## src/sv/i2cb_pkg.sv

```systemverilog
// ---------------------------------------------------------------------------
// i2cb_pkg
// Shared types and constants for the I2C register burst master.
// ---------------------------------------------------------------------------
package i2cb_pkg;

    localparam int MAX_BURST = 16;
    localparam int BUF_AW    = $clog2(MAX_BURST);
    localparam int IDX_W     = 5;

    localparam logic [15:0] ACK_TIMEOUT_RST = 16'h0FFF;

    localparam logic [1:0] OP_TICK  = 2'd0;
    localparam logic [1:0] OP_LOAD  = 2'd1;
    localparam logic [1:0] OP_START = 2'd2;

    localparam logic [1:0] ST_OK        = 2'd0;
    localparam logic [1:0] ST_ADDR_NACK = 2'd1;
    localparam logic [1:0] ST_DATA_NACK = 2'd2;

    typedef enum logic [4:0] {
        PH_IDLE,
        PH_S0, PH_S1, PH_S2,
        PH_AW_LO, PH_AW_HI, PH_AW_ACK_LO, PH_AW_ACK_HI,
        PH_RG_LO, PH_RG_HI, PH_RG_ACK_LO, PH_RG_ACK_HI,
        PH_WD_LO, PH_WD_HI, PH_WD_ACK_LO, PH_WD_ACK_HI,
        PH_RS0, PH_RS1, PH_RS2,
        PH_AR_LO, PH_AR_HI, PH_AR_ACK_LO, PH_AR_ACK_HI,
        PH_RD_LO, PH_RD_HI, PH_RD_ACK_LO, PH_RD_ACK_HI,
        PH_SP0, PH_SP1, PH_SP2
    } t_phase;

    typedef struct packed {
        logic       scl;
        logic       sda_out;
        logic       busy_res;
        logic       done_res;
        logic [1:0] status;
        logic       rd_valid;
        logic [7:0] rd_byte;
        logic       rd_last;
    } t_res;

    typedef struct packed {
        logic              we;
        logic [BUF_AW-1:0] addr;
        logic [7:0]        data;
    } t_buf_wr;

endpackage

```

## src/sv/i2c_register_burst_master_top.sv

```systemverilog
// ---------------------------------------------------------------------------
// i2c_register_burst_master_top
// I2C master running one register read or write burst at a time.
//
// Input channel (i_valid / o_stall): each transaction carries an op. A start
// op latches address, register, length and direction; a load op appends a
// byte to the write buffer unless full; a tick op samples SDA and advances
// the bus by at most one phase. Load and start are taken only while idle.
// Output channel (o_valid / i_stall): exactly one result per input
// transaction, in order, with line levels, busy, done/status and read data.
// Config channel (i_cfg_valid / o_cfg_ready): writes the ack timeout, always
// ready; write it only while the block is idle.
// Each accepted input's result is registered in the output register; one
// transaction per cycle sustained while o_stall is low. A waiting result
// under i_stall holds the output register and raises o_stall until taken;
// a result leaving frees it in the same cycle. Reset puts the bus idle with
// both lines released, drops the result valid and sets ack timeout to 4095.
// ---------------------------------------------------------------------------
module i2c_register_burst_master_top
    import i2cb_pkg::*;
(
    input  logic        i_clk,
    input  logic        i_rst_n,
    input  logic        i_valid,
    output logic        o_stall,
    input  logic [1:0]  i_op,
    input  logic        i_sda_in,
    input  logic [6:0]  i_dev_addr,
    input  logic [7:0]  i_reg_addr,
    input  logic [4:0]  i_length,
    input  logic        i_is_read,
    input  logic [7:0]  i_wr_byte,
    input  logic        i_cfg_valid,
    output logic        o_cfg_ready,
    input  logic [15:0] i_cfg_data,
    output logic        o_valid,
    input  logic        i_stall,
    output logic        o_scl,
    output logic        o_sda_out,
    output logic        o_busy_res,
    output logic        o_done_res,
    output logic [1:0]  o_status,
    output logic        o_rd_valid,
    output logic [7:0]  o_rd_byte,
    output logic        o_rd_last
);

    logic              r_ovalid, n_ovalid;
    t_res              r_res;
    t_res              res;
    logic [15:0]       r_ack_timeout;
    logic              in_acc;
    t_buf_wr           buf_wr;
    logic [BUF_AW-1:0] buf_raddr;
    logic [7:0]        buf_rdata;

    assign o_stall     = r_ovalid && i_stall;
    assign in_acc      = i_valid && !o_stall;
    assign o_cfg_ready = 1'b1;

    i2cb_wbuf #(
        .WIDTH (8),
        .DEPTH (MAX_BURST)
    ) u_wbuf (
        .i_clk   (i_clk),
        .i_we    (buf_wr.we),
        .i_waddr (buf_wr.addr),
        .i_wdata (buf_wr.data),
        .i_raddr (buf_raddr),
        .o_rdata (buf_rdata)
    );

    i2cb_seq u_seq (
        .i_clk         (i_clk),
        .i_rst_n       (i_rst_n),
        .i_en          (in_acc),
        .i_op          (i_op),
        .i_sda_in      (i_sda_in),
        .i_dev_addr    (i_dev_addr),
        .i_reg_addr    (i_reg_addr),
        .i_length      (i_length),
        .i_is_read     (i_is_read),
        .i_wr_byte     (i_wr_byte),
        .i_ack_timeout (r_ack_timeout),
        .i_buf_rdata   (buf_rdata),
        .o_buf_raddr   (buf_raddr),
        .o_buf_wr      (buf_wr),
        .o_res         (res)
    );

    always_comb begin
        n_ovalid = r_ovalid;
        if (in_acc) begin
            n_ovalid = 1'b1;
        end else if (r_ovalid && !i_stall) begin
            n_ovalid = 1'b0;
        end
    end

    always_ff @(posedge i_clk) begin
        if (!i_rst_n) begin
            r_ovalid      <= 1'b0;
            r_ack_timeout <= ACK_TIMEOUT_RST;
        end else begin
            r_ovalid <= n_ovalid;
            if (i_cfg_valid && o_cfg_ready) begin
                r_ack_timeout <= i_cfg_data;
            end
        end
    end

    always_ff @(posedge i_clk) begin
        if (in_acc) begin
            r_res <= res;
        end
    end

    assign o_valid    = r_ovalid;
    assign o_scl      = r_res.scl;
    assign o_sda_out  = r_res.sda_out;
    assign o_busy_res = r_res.busy_res;
    assign o_done_res = r_res.done_res;
    assign o_status   = r_res.status;
    assign o_rd_valid = r_res.rd_valid;
    assign o_rd_byte  = r_res.rd_byte;
    assign o_rd_last  = r_res.rd_last;

endmodule

```

## src/sv/i2cb_wbuf.sv

```systemverilog
// ---------------------------------------------------------------------------
// i2cb_wbuf
// Generic RAM: one write port, one registered read port.
// ---------------------------------------------------------------------------
module i2cb_wbuf #(
    parameter int WIDTH = 8,
    parameter int DEPTH = 16
) (
    input  logic                     i_clk,
    input  logic                     i_we,
    input  logic [$clog2(DEPTH)-1:0] i_waddr,
    input  logic [WIDTH-1:0]         i_wdata,
    input  logic [$clog2(DEPTH)-1:0] i_raddr,
    output logic [WIDTH-1:0]         o_rdata
);

    logic [WIDTH-1:0] r_mem [DEPTH];
    logic [WIDTH-1:0] r_rdata;

    always_ff @(posedge i_clk) begin
        if (i_we) begin
            r_mem[i_waddr] <= i_wdata;
        end
        r_rdata <= r_mem[i_raddr];
    end

    assign o_rdata = r_rdata;

endmodule

```

## src/sv/i2cb_seq.sv

```systemverilog
// ---------------------------------------------------------------------------
// i2cb_seq
// Bus phase sequencer: advances one phase per accepted tick, holding while idle
// or waiting for an ack, and forms the result of each accepted transaction.
// ---------------------------------------------------------------------------
module i2cb_seq
    import i2cb_pkg::*;
(
    input  logic              i_clk,
    input  logic              i_rst_n,
    input  logic              i_en,
    input  logic [1:0]        i_op,
    input  logic              i_sda_in,
    input  logic [6:0]        i_dev_addr,
    input  logic [7:0]        i_reg_addr,
    input  logic [4:0]        i_length,
    input  logic              i_is_read,
    input  logic [7:0]        i_wr_byte,
    input  logic [15:0]       i_ack_timeout,
    input  logic [7:0]        i_buf_rdata,
    output logic [BUF_AW-1:0] o_buf_raddr,
    output t_buf_wr           o_buf_wr,
    output t_res              o_res
);

    t_phase           r_phase, n_phase;
    logic [2:0]       r_bit_cnt, n_bit_cnt;
    logic [7:0]       r_shift, n_shift;
    logic [IDX_W-1:0] r_byte_idx, n_byte_idx;
    logic [IDX_W-1:0] r_load_idx, n_load_idx;
    logic [15:0]      r_ack_wait, n_ack_wait;
    logic [6:0]       r_dev, n_dev;
    logic [7:0]       r_reg, n_reg;
    logic [IDX_W-1:0] r_len, n_len;
    logic             r_read, n_read;
    logic [1:0]       r_line, n_line;
    logic [1:0]       r_end_st, n_end_st;

    logic             tick;
    logic             idle;
    logic             load_ok;
    logic [IDX_W:0]   idx_inc;
    logic             rd_last;
    logic [16:0]      wait_inc;
    logic             ack_end;
    logic             acked;
    logic             drv_scl;
    logic             drv_sda;

    assign tick     = i_en && (i_op == OP_TICK);
    assign idle     = (r_phase == PH_IDLE);
    assign load_ok  = i_en && (i_op == OP_LOAD) && idle
                      && (r_load_idx < IDX_W'(MAX_BURST));
    assign idx_inc  = {1'b0, r_byte_idx} + {{IDX_W{1'b0}}, 1'b1};
    assign rd_last  = idx_inc >= {1'b0, r_len};
    assign wait_inc = {1'b0, r_ack_wait} + 17'd1;
    assign acked    = !i_sda_in;
    assign ack_end  = acked || (wait_inc > {1'b0, i_ack_timeout});

    // next data byte address, stable for the whole byte so the read is ready
    assign o_buf_raddr = ((r_phase >= PH_WD_LO) && (r_phase <= PH_WD_ACK_HI))
                         ? idx_inc[BUF_AW-1:0] : '0;

    always_comb begin
        o_buf_wr.we   = load_ok;
        o_buf_wr.addr = r_load_idx[BUF_AW-1:0];
        o_buf_wr.data = i_wr_byte;
    end

    // line drive for this phase
    always_comb begin
        drv_scl = r_line[1];
        drv_sda = r_line[0];
        if (tick) begin
            case (r_phase)
                PH_IDLE: begin
                    drv_scl = 1'b1;
                    drv_sda = 1'b1;
                end
                PH_S0, PH_RS0: begin
                    drv_scl = 1'b0;
                    drv_sda = 1'b1;
                end
                PH_S1, PH_RS1: begin
                    drv_scl = 1'b1;
                    drv_sda = 1'b1;
                end
                PH_S2, PH_RS2: begin
                    drv_scl = 1'b1;
                    drv_sda = 1'b0;
                end
                PH_AW_LO, PH_RG_LO, PH_WD_LO, PH_AR_LO: begin
                    drv_scl = 1'b0;
                    drv_sda = r_shift[7];
                end
                PH_AW_HI, PH_RG_HI, PH_WD_HI, PH_AR_HI: begin
                    drv_scl = 1'b1;
                    drv_sda = r_shift[7];
                end
                PH_AW_ACK_LO, PH_RG_ACK_LO, PH_WD_ACK_LO, PH_AR_ACK_LO, PH_RD_LO: begin
                    drv_scl = 1'b0;
                    drv_sda = 1'b1;
                end
                PH_AW_ACK_HI, PH_RG_ACK_HI, PH_WD_ACK_HI, PH_AR_ACK_HI, PH_RD_HI: begin
                    drv_scl = 1'b1;
                    drv_sda = 1'b1;
                end
                PH_RD_ACK_LO: begin
                    drv_scl = 1'b0;
                    drv_sda = rd_last;
                end
                PH_RD_ACK_HI: begin
                    drv_scl = 1'b1;
                    drv_sda = rd_last;
                end
                PH_SP0: begin
                    drv_scl = 1'b0;
                    drv_sda = 1'b0;
                end
                PH_SP1: begin
                    drv_scl = 1'b1;
                    drv_sda = 1'b0;
                end
                PH_SP2: begin
                    drv_scl = 1'b1;
                    drv_sda = 1'b1;
                end
                default: begin
                    drv_scl = 1'b1;
                    drv_sda = 1'b1;
                end
            endcase
        end
    end

    // next state
    always_comb begin
        n_phase    = r_phase;
        n_bit_cnt  = r_bit_cnt;
        n_shift    = r_shift;
        n_byte_idx = r_byte_idx;
        n_load_idx = r_load_idx;
        n_ack_wait = r_ack_wait;
        n_dev      = r_dev;
        n_reg      = r_reg;
        n_len      = r_len;
        n_read     = r_read;
        n_line     = r_line;
        n_end_st   = r_end_st;

        if (load_ok) begin
            n_load_idx = r_load_idx + IDX_W'(1);
        end

        if (i_en && (i_op == OP_START) && idle) begin
            n_dev      = i_dev_addr;
            n_reg      = i_reg_addr;
            n_len      = (i_length > IDX_W'(MAX_BURST)) ? IDX_W'(MAX_BURST) : i_length;
            n_read     = i_is_read;
            n_load_idx = '0;
            n_end_st   = ST_OK;
            n_phase    = PH_S0;
        end

        if (tick) begin
            n_line = {drv_scl, drv_sda};
            case (r_phase)
                PH_S0:  n_phase = PH_S1;
                PH_S1:  n_phase = PH_S2;
                PH_RS0: n_phase = PH_RS1;
                PH_RS1: n_phase = PH_RS2;
                PH_S2: begin
                    n_shift   = {r_dev, 1'b0};
                    n_bit_cnt = '0;
                    n_phase   = PH_AW_LO;
                end
                PH_RS2: begin
                    n_shift   = {r_dev, 1'b1};
                    n_bit_cnt = '0;
                    n_phase   = PH_AR_LO;
                end
                PH_AW_LO: n_phase = PH_AW_HI;
                PH_RG_LO: n_phase = PH_RG_HI;
                PH_WD_LO: n_phase = PH_WD_HI;
                PH_AR_LO: n_phase = PH_AR_HI;
                PH_AW_HI, PH_RG_HI, PH_WD_HI, PH_AR_HI: begin
                    n_shift = {r_shift[6:0], 1'b0};
                    if (r_bit_cnt == 3'd7) begin
                        n_bit_cnt  = '0;
                        n_ack_wait = '0;
                        n_phase    = t_phase'(r_phase + 5'd1);
                    end else begin
                        n_bit_cnt = r_bit_cnt + 3'd1;
                        n_phase   = t_phase'(r_phase - 5'd1);
                    end
                end
                PH_AW_ACK_LO: n_phase = PH_AW_ACK_HI;
                PH_RG_ACK_LO: n_phase = PH_RG_ACK_HI;
                PH_WD_ACK_LO: n_phase = PH_WD_ACK_HI;
                PH_AR_ACK_LO: n_phase = PH_AR_ACK_HI;
                PH_AW_ACK_HI, PH_RG_ACK_HI, PH_WD_ACK_HI, PH_AR_ACK_HI: begin
                    if (!ack_end) begin
                        n_ack_wait = wait_inc[15:0];
                    end else begin
                        case (r_phase)
                            PH_AW_ACK_HI: begin
                                if (acked) begin
                                    n_shift   = r_reg;
                                    n_bit_cnt = '0;
                                    n_phase   = PH_RG_LO;
                                end else begin
                                    n_end_st = ST_ADDR_NACK;
                                    n_phase  = PH_SP0;
                                end
                            end
                            PH_RG_ACK_HI: begin
                                if (r_read) begin
                                    n_phase = PH_RS0;
                                end else if (r_len == '0) begin
                                    n_end_st = ST_OK;
                                    n_phase  = PH_SP0;
                                end else begin
                                    n_byte_idx = '0;
                                    n_shift    = i_buf_rdata;
                                    n_bit_cnt  = '0;
                                    n_phase    = PH_WD_LO;
                                end
                            end
                            PH_WD_ACK_HI: begin
                                if (!acked) begin
                                    n_end_st = ST_DATA_NACK;
                                    n_phase  = PH_SP0;
                                end else begin
                                    n_byte_idx = idx_inc[IDX_W-1:0];
                                    if (rd_last) begin
                                        n_end_st = ST_OK;
                                        n_phase  = PH_SP0;
                                    end else begin
                                        n_shift   = i_buf_rdata;
                                        n_bit_cnt = '0;
                                        n_phase   = PH_WD_LO;
                                    end
                                end
                            end
                            default: begin
                                if (r_len == '0) begin
                                    n_end_st = ST_OK;
                                    n_phase  = PH_SP0;
                                end else begin
                                    n_byte_idx = '0;
                                    n_shift    = '0;
                                    n_bit_cnt  = '0;
                                    n_phase    = PH_RD_LO;
                                end
                            end
                        endcase
                    end
                end
                PH_RD_LO: n_phase = PH_RD_HI;
                PH_RD_HI: begin
                    n_shift = {r_shift[6:0], i_sda_in};
                    if (r_bit_cnt == 3'd7) begin
                        n_bit_cnt = '0;
                        n_phase   = PH_RD_ACK_LO;
                    end else begin
                        n_bit_cnt = r_bit_cnt + 3'd1;
                        n_phase   = PH_RD_LO;
                    end
                end
                PH_RD_ACK_LO: n_phase = PH_RD_ACK_HI;
                PH_RD_ACK_HI: begin
                    if (rd_last) begin
                        n_end_st = ST_OK;
                        n_phase  = PH_SP0;
                    end else begin
                        n_byte_idx = idx_inc[IDX_W-1:0];
                        n_shift    = '0;
                        n_bit_cnt  = '0;
                        n_phase    = PH_RD_LO;
                    end
                end
                PH_SP0: n_phase = PH_SP1;
                PH_SP1: n_phase = PH_SP2;
                PH_SP2: n_phase = PH_IDLE;
                default: n_phase = PH_IDLE;
            endcase
        end
    end

    // result of this transaction
    always_comb begin
        o_res.scl      = drv_scl;
        o_res.sda_out  = drv_sda;
        o_res.busy_res = (n_phase != PH_IDLE);
        o_res.done_res = tick && (r_phase == PH_SP2);
        o_res.status   = (tick && (r_phase == PH_SP2)) ? r_end_st : ST_OK;
        o_res.rd_valid = tick && (r_phase == PH_RD_HI) && (r_bit_cnt == 3'd7);
        o_res.rd_byte  = o_res.rd_valid ? {r_shift[6:0], i_sda_in} : 8'd0;
        o_res.rd_last  = o_res.rd_valid && rd_last;
    end

    always_ff @(posedge i_clk) begin
        if (!i_rst_n) begin
            r_phase    <= PH_IDLE;
            r_bit_cnt  <= '0;
            r_shift    <= '0;
            r_byte_idx <= '0;
            r_load_idx <= '0;
            r_ack_wait <= '0;
            r_dev      <= '0;
            r_reg      <= '0;
            r_len      <= '0;
            r_read     <= 1'b0;
            r_line     <= 2'b11;
            r_end_st   <= ST_OK;
        end else begin
            r_phase    <= n_phase;
            r_bit_cnt  <= n_bit_cnt;
            r_shift    <= n_shift;
            r_byte_idx <= n_byte_idx;
            r_load_idx <= n_load_idx;
            r_ack_wait <= n_ack_wait;
            r_dev      <= n_dev;
            r_reg      <= n_reg;
            r_len      <= n_len;
            r_read     <= n_read;
            r_line     <= n_line;
            r_end_st   <= n_end_st;
        end
    end

endmodule
```

## config.mk

```make
export PLATFORM = sky130hd
export DESIGN_NAME = i2c_register_burst_master_top
export DESIGN_NICKNAME = d
export VERILOG_FILES = /design/src/sv/i2cb_pkg.sv /design/src/sv/i2c_register_burst_master_top.sv /design/src/sv/i2cb_wbuf.sv /design/src/sv/i2cb_seq.sv
export SDC_FILE = /design/constraint.sdc
export NUM_CORES = 1
export LEC_CHECK = 0
export BUFFER_PORTS_ARGS = -buffer_cell sky130_fd_sc_hd__buf_2
export CAP_MARGIN = 30
export CORE_MARGIN = 2
export CORE_UTILIZATION = 39
export DETAILED_ROUTE_END_ITERATION = 8
export PLACE_DENSITY = 0.58
export SYNTH_ARGS = -nofsm -noshare
export SYNTH_HDL_FRONTEND = slang
export SYNTH_SLANG_ARGS = --single-unit
```

## constraint.sdc

```tcl
create_clock -name i_clk -period 10.1 [get_ports i_clk]
set_input_delay 0.505 -clock i_clk [delete_from_list [all_inputs] [get_ports i_clk]]
set_output_delay 0.505 -clock i_clk [all_outputs]
set_load 0.02 [all_outputs]
```

# After elaboration in Yosys (flattened, before gate mapping)
# Memories as Yosys holds them, arrays and structs flattened. A register that Yosys moved wholly into a read port is not among the register bits.
# Cells that the tools add are included.
# Widths: inputs -> output; s select.
[totals] ff_bits=100 ramBits=128 n_memories=1 elab_cells=182 out_inout_bits=19
[mem_list] name="u_wbuf.r_mem" depth=16 width=8 rd=1 rd_clocked_by_memory_dff=1 write_ports=1 line="i2cb_wbuf.sv:17" rtl="logic [WIDTH-1:0] r_mem [DEPTH];"
[op_classes] addsub=6 n_bitwise=1 n_lt_le_gt_ge=6 mux=63 eq_ne=43 reduce_logical=40
[op_table] operator="$pmux 5 s22" n=1
[op_table] operator="$mux 5" n=15
[op_table] operator="$eq 5x5->1 const B" n=14
[op_table] operator="$mux 8" n=8
[op_table] operator="$pmux 8 s6" n=1
[op_table] operator="$eq 5x4->1 const B" n=8
[op_table] operator="$mux 16" n=2
[op_table] operator="$pmux 16 s2" n=1
[op_table] operator="$pmux 5 s3" n=2
[op_table] operator="$pmux 8 s3" n=1
[op_table] operator="$mux 3" n=7
[op_table] operator="$eq 5x3->1 const B" n=4
[op_table] operator="$add 16x1->17 const B" n=1
[op_table] operator="$gt 17x16->1" n=1
[op_table] operator="$mux 2" n=8
[op_table] operator="$mux 4" n=4
[op_table] operator="$ne 3x3->1 const B" n=5
[op_table] operator="$logic_and 1x1->1" n=14
[op_table] operator="$reduce_or 13->1" n=1
[op_table] operator="$pmux 3 s4" n=1
[op_table] operator="$reduce_or 4->1" n=3
[op_table] operator="$add 5x1->5 const B" n=2
[op_table] operator="$eq 5x2->1 const B" n=2
[op_table] operator="$logic_not 5->1" n=2
[op_table] operator="other kinds (36)" n=51

# Logic depth before layout (Yosys ltp)
[depth] ltp_word=12 ltp_mapped=16 depth_no_buf=14

# Cells and area by module
# A second synthesis with hierarchy kept.
[unflattened] hier_cells=963 area_unflattened_um2=11323.4
[modules_own_cells] module="i2cb_wbuf" cells_per_inst=229 area_per_inst_um2=5147.4 instances=1
[modules_own_cells] module="i2cb_seq" cells_per_inst=661 area_per_inst_um2=5058.6 instances=1
[modules_own_cells] module="i2c_register_burst_master_top" cells_per_inst=73 area_per_inst_um2=1117.3 instances=1

# Worst setup path after synthesis
# Ideal clock, no wire load.
[synth_timing] path_type="register to register" from="register u_seq.r_ack_wait[2]" to="register u_seq.r_byte_idx[0]" period_less_slack_ns=3.440 path_slack_ns=6.660 arrival_ns=3.371 path_stages_with_launch=15 setup_ns=0.069 t_required_ns=10.031 cell_sequence="dfxtp_1 and4_4 nand4_1 nor2_1 nand3_1 xnor2_1 ha_1 nand3_1 nor4_1 a211oi_1 a21oi_1 o21ai_4 nor3b_4 or4b_1 o21ai_1"
[synth_between] elab_chain_len=5
[synth_lines] element="start: declaration" line="i2cb_seq.sv:31" rtl="logic [15:0] r_ack_wait, n_ack_wait;"
[synth_lines] element="start signal: assignment" line="i2cb_seq.sv:322" rtl="r_ack_wait <= n_ack_wait;"
[synth_lines] element="$add 16x1->17" line="i2cb_seq.sv:56" rtl="assign wait_inc = {1'b0, r_ack_wait} + 17'd1;"
[synth_lines] element="$gt 17x16->1" line="i2cb_seq.sv:58" rtl="assign ack_end = acked || (wait_inc > {1'b0, i_ack_timeout});"
[synth_lines] element="$logic_or 1x1->1" line="i2cb_seq.sv:58"
[synth_lines] element="$ne 2x1->1 (no line)"
[synth_lines] element="$reduce_and 7->1 (no line)"
[synth_lines] element="end signal: assignment" line="i2cb_seq.sv:320" rtl="r_byte_idx <= n_byte_idx;"
[synth_lines] element="end: declaration" line="i2cb_seq.sv:29" rtl="logic [IDX_W-1:0] r_byte_idx, n_byte_idx;"
# No other way between the ends.
# A chain may end at the register's enable or synchronous reset.

# Worst setup path in the final report
[layout_timing] from="register u_seq.r_ack_wait[2]" to="register u_seq.r_ack_wait[0]"
[layout_between] elab_chain_len=5
[layout_lines] element="$add 16x1->17" line="i2cb_seq.sv:56"
[layout_lines] element="$gt 17x16->1" line="i2cb_seq.sv:58"
[layout_lines] element="$logic_or 1x1->1" line="i2cb_seq.sv:58"
[layout_lines] element="$ne 2x2->1 (no line)"
[layout_lines] element="$reduce_and 4->1 (no line)"
# No other way between the ends.

==> impl_metrics.json <==
{
  "status": "finished, final reports clean",
  "cp_data_required_time_ps": 10560,
  "fmax_mhz": 240.1,
  "synth_edf_count": 144,
  "core_area_sq_um": 28550,
  "die_area_sq_um": 30210,
  "synthMuxAreaShare_pct": 7.865,
  "internal_power_w": 0.001641,
  "most-common-layout-cells": "144 x edfxtp_1, 114 x nand2_1, 92 x dfxtp_1",
  "place_congestion": 0.8824,
  "netSwitchingPower_w": 0.0004513,
  "powerDensity_nw_per_um2": 162.8,
  "relSlewSlack_pct": 36.92,
  "area_growth_pct": 14.26,
  "drive_gt1_share_pct": 18.26,
  "drc": 0,
  "worstSetupPathType": "register to register",
  "clock_latency_ps": 540,
  "grt_pass1_wl_microns": 42150,
  "synth-simple-area-share_pct": 15.12,
  "diodes": 0,
  "synth_top_family_by_area": "simple AND/OR/NAND/NOR gates",
  "syn_inst": 1004,
  "netlist_area_sq_um": 11250,
  "grt_pass1_vias": 7798,
  "totalPowerFinal_w": 0.002092,
  "worst_slew_pin_slew_ps": 942.8,
  "r2r_start": "u_seq.r_ack_wait[2]",
  "antenna_found_initial": 0,
  "hold_depth": 3,
  "cts_tree": "yes",
  "hp-start": "i_cfg_data[0]",
  "syn_nets": 1091,
  "drv_slew": 0,
  "irDropWorstVdd_mv": 0.1488,
  "seq_power_share_pct": 49.7,
  "hold_slack_ps": 180.1,
  "leakage_nw": 4.442,
  "yosysSeqAreaShare_pct": 54.82,
  "cp-end-kind": "register",
  "rows": 62,
  "grt_max_degree": 36,
  "cts-root-buf": "clkbuf_16",
  "fp.dieH_microns": 173.8,
  "htree_levels": 1,
  "synth-compound-area-share_pct": 13.29,
  "reg_top3": "u_wbuf.r_mem: 128 flops, r_ack_timeout: 16 flops, u_seq.r_ack_wait: 16 flops",
  "track_usage_pct": 17.35,
  "die_x_microns": 173.8,
  "synth_warnings": 0,
  "seqCellArea_sq_um": 6166,
  "postCtsSetupBuffers": 0,
  "drv_cap": 0,
  "ios": 72,
  "holdBufCountCts": 0,
  "r2r.worst_path.cells": 14,
  "fin_nets": 1145,
  "cts_num_sinks": 236,
  "fill_cells": 2732,
  "final_common_cell": "edfxtp_1",
  "cts_resized": 0,
  "synth_flop_cell": "edfxtp_1",
  "cp_max_fo": 14,
  "io_buffer_count": 70,
  "period_share_pct": 41.23,
  "ant_nets": 0,
  "regMostFlops": "u_wbuf.r_mem",
  "synthArstFlopShare_pct": 0,
  "clock_skew_ps": 9.835,
  "hold_viol_final": 0,
  "synth_cell_type_count": 89,
  "tns_ps": 0,
  "wl_microns": 26040,
  "firstDrtPassIters": 5,
  "worstSetupStartpointType": "register",
  "drtIter0Drc": 654,
  "p_clk_share_pct": 46.5,
  "synth_xor_area_share_pct": 1.635,
  "worstPathArrival_ps": 4620,
  "crit_path_start": "u_seq.r_ack_wait[2]",
  "multi_input_area_sq_um": 4711,
  "grt-ovfl-total": 0,
  "swShare_pct": 21.57,
  "hp-class": "input port to register",
  "numCtsBuffers": 27,
  "setup_viol": 0,
  "wire_per_inst_microns": 17.80,
  "clockBufferDepth": 3,
  "dp.final_hpwl_microns": 17950,
  "fin_crit_ps": 4165,
  "via_count": 7910,
  "viasPerCell": 5.407,
  "ys_ff_latch": 236,
  "clk_pin_slew_ps": 60,
  "largest_reg_flops": 128,
  "synth_fa_ha_area_share_pct": 3.782,
  "start_util_pct": 39.40,
  "power_frac_comb_pct": 3.9,
  "rsz0062_at_grt": "false",
  "syn-mean-instance-area_sq_um": 11.20
}
==> power groups by stage <==
stage / combinational [W] / clock (W) / sequential (W)
floorplan: 0.0000420 / 0 / 0.00106
global placement: 0.0000798 / 0 / 0.00106
detailed placement: 0.0000811 / 0 / 0.00106
CTS: 0.0000815 / 0.000997 / 0.00104
global route: 0.0000906 / 0.00104 / 0.00104
finish: 0.0000807 / 0.000972 / 0.00104
==> logic make-up after synthesis <==
family | count (synthesis)
compound gates | 218
xor+xnor | 21
fa+ha+maj | 34
buf+inv | 92
flops | 236
mux | 58
other cells | 1
simple gates | 344
==> critical path: stages (launching register included) <==
cell      delay, ps
dfxtp_1         420
and4_4          290
nand4_1         150
nor2_1          280
nand3_1         150
xnor2_1         160
ha_1            320
nand3_1         150
nor4_1          280
a211oi_1        110
a21oi_1         530
o21ai_0         400
and2_1          420
mux2_2          340
nor2_1           70
==> metrics by stage <==
stage | area (sq um) | worst slack (ps) | std cells | utilization (%)
after global placement | 11910 | 5983 | 1409 | 41.71
after detailed placement | 11950 | 5966 | 1413 | 41.86
after global routing | 12850 | 5560 | 1463 | 45.02
after floorplan | 11250 | 6660 | 1004 | -
after CTS | 12850 | 5931 | 1463 | 45.02
final | 12850 | 5935 | 1463 | 45.02
==> worst paths after layout <==
path | to | slack, ps
hold reg to reg | u_seq.r_dev[6] | 450
hold / removal | r_ack_timeout[0] | 180
setup / recovery | u_seq.r_ack_wait[0] | 5940
setup reg to reg | u_seq.r_ack_wait[0] | 5940
==> Yosys cell counts (6+ instances only) <==
cell / instances / share of area [%]
nand2_1: 114 / 3.8
nor3_1: 17 / 0.76
a221oi_1: 9 / 0.70
a21oi_1: 68 / 3.0
a211oi_1: 17 / 1.1
nor2_1: 87 / 2.9
o211ai_1: 20 / 1.3
buf_1: 7 / 0.23
nor2b_1: 7 / 0.39
inv_1: 33 / 1.1
clkbuf_1: 39 / 1.3
nand2b_1: 7 / 0.39
mux2_2: 13 / 1.3
or2_2: 6 / 0.33
or3_1: 9 / 0.50
mux2i_1: 22 / 2.0
mux4_2: 23 / 4.6
a22oi_1: 10 / 0.67
xnor2_1: 15 / 1.2
nand4_1: 11 / 0.61
nand3_1: 32 / 1.4
buf_2: 7 / 0.31
o21ai_0: 30 / 1.3
and3_1: 8 / 0.45
and2_1: 12 / 0.67
dfxtp_1: 92 / 16
edfxtp_1: 144 / 38
xor2_1: 6 / 0.47
a31oi_1: 8 / 0.45
ha_1: 34 / 3.8
==> cell type report <==
| class | instances | share of cell area [%] |
|---|---|---|
| Inverter | 33 | 0.9639 |
| Clock inverter | 13 | 1.159 |
| Tap cell | 384 | 3.739 |
| Sequential cell | 236 | 47.98 |
| Clock buffer | 37 | 5.861 |
| Timing Repair Buffer | 84 | 3.641 |
| Multi-Input combinational cell | 676 | 36.66 |
==> per-layer routing <==
layer,up-vias,wire [microns],GRT usage (%)
met5,-,0,0
met4,0,516,3.746
met3,43,1224,2.522
met2,189,12340,29.38
met1,3831,11960,23.72
li1,3847,-,-
Power figures use the tool's default switching activity.
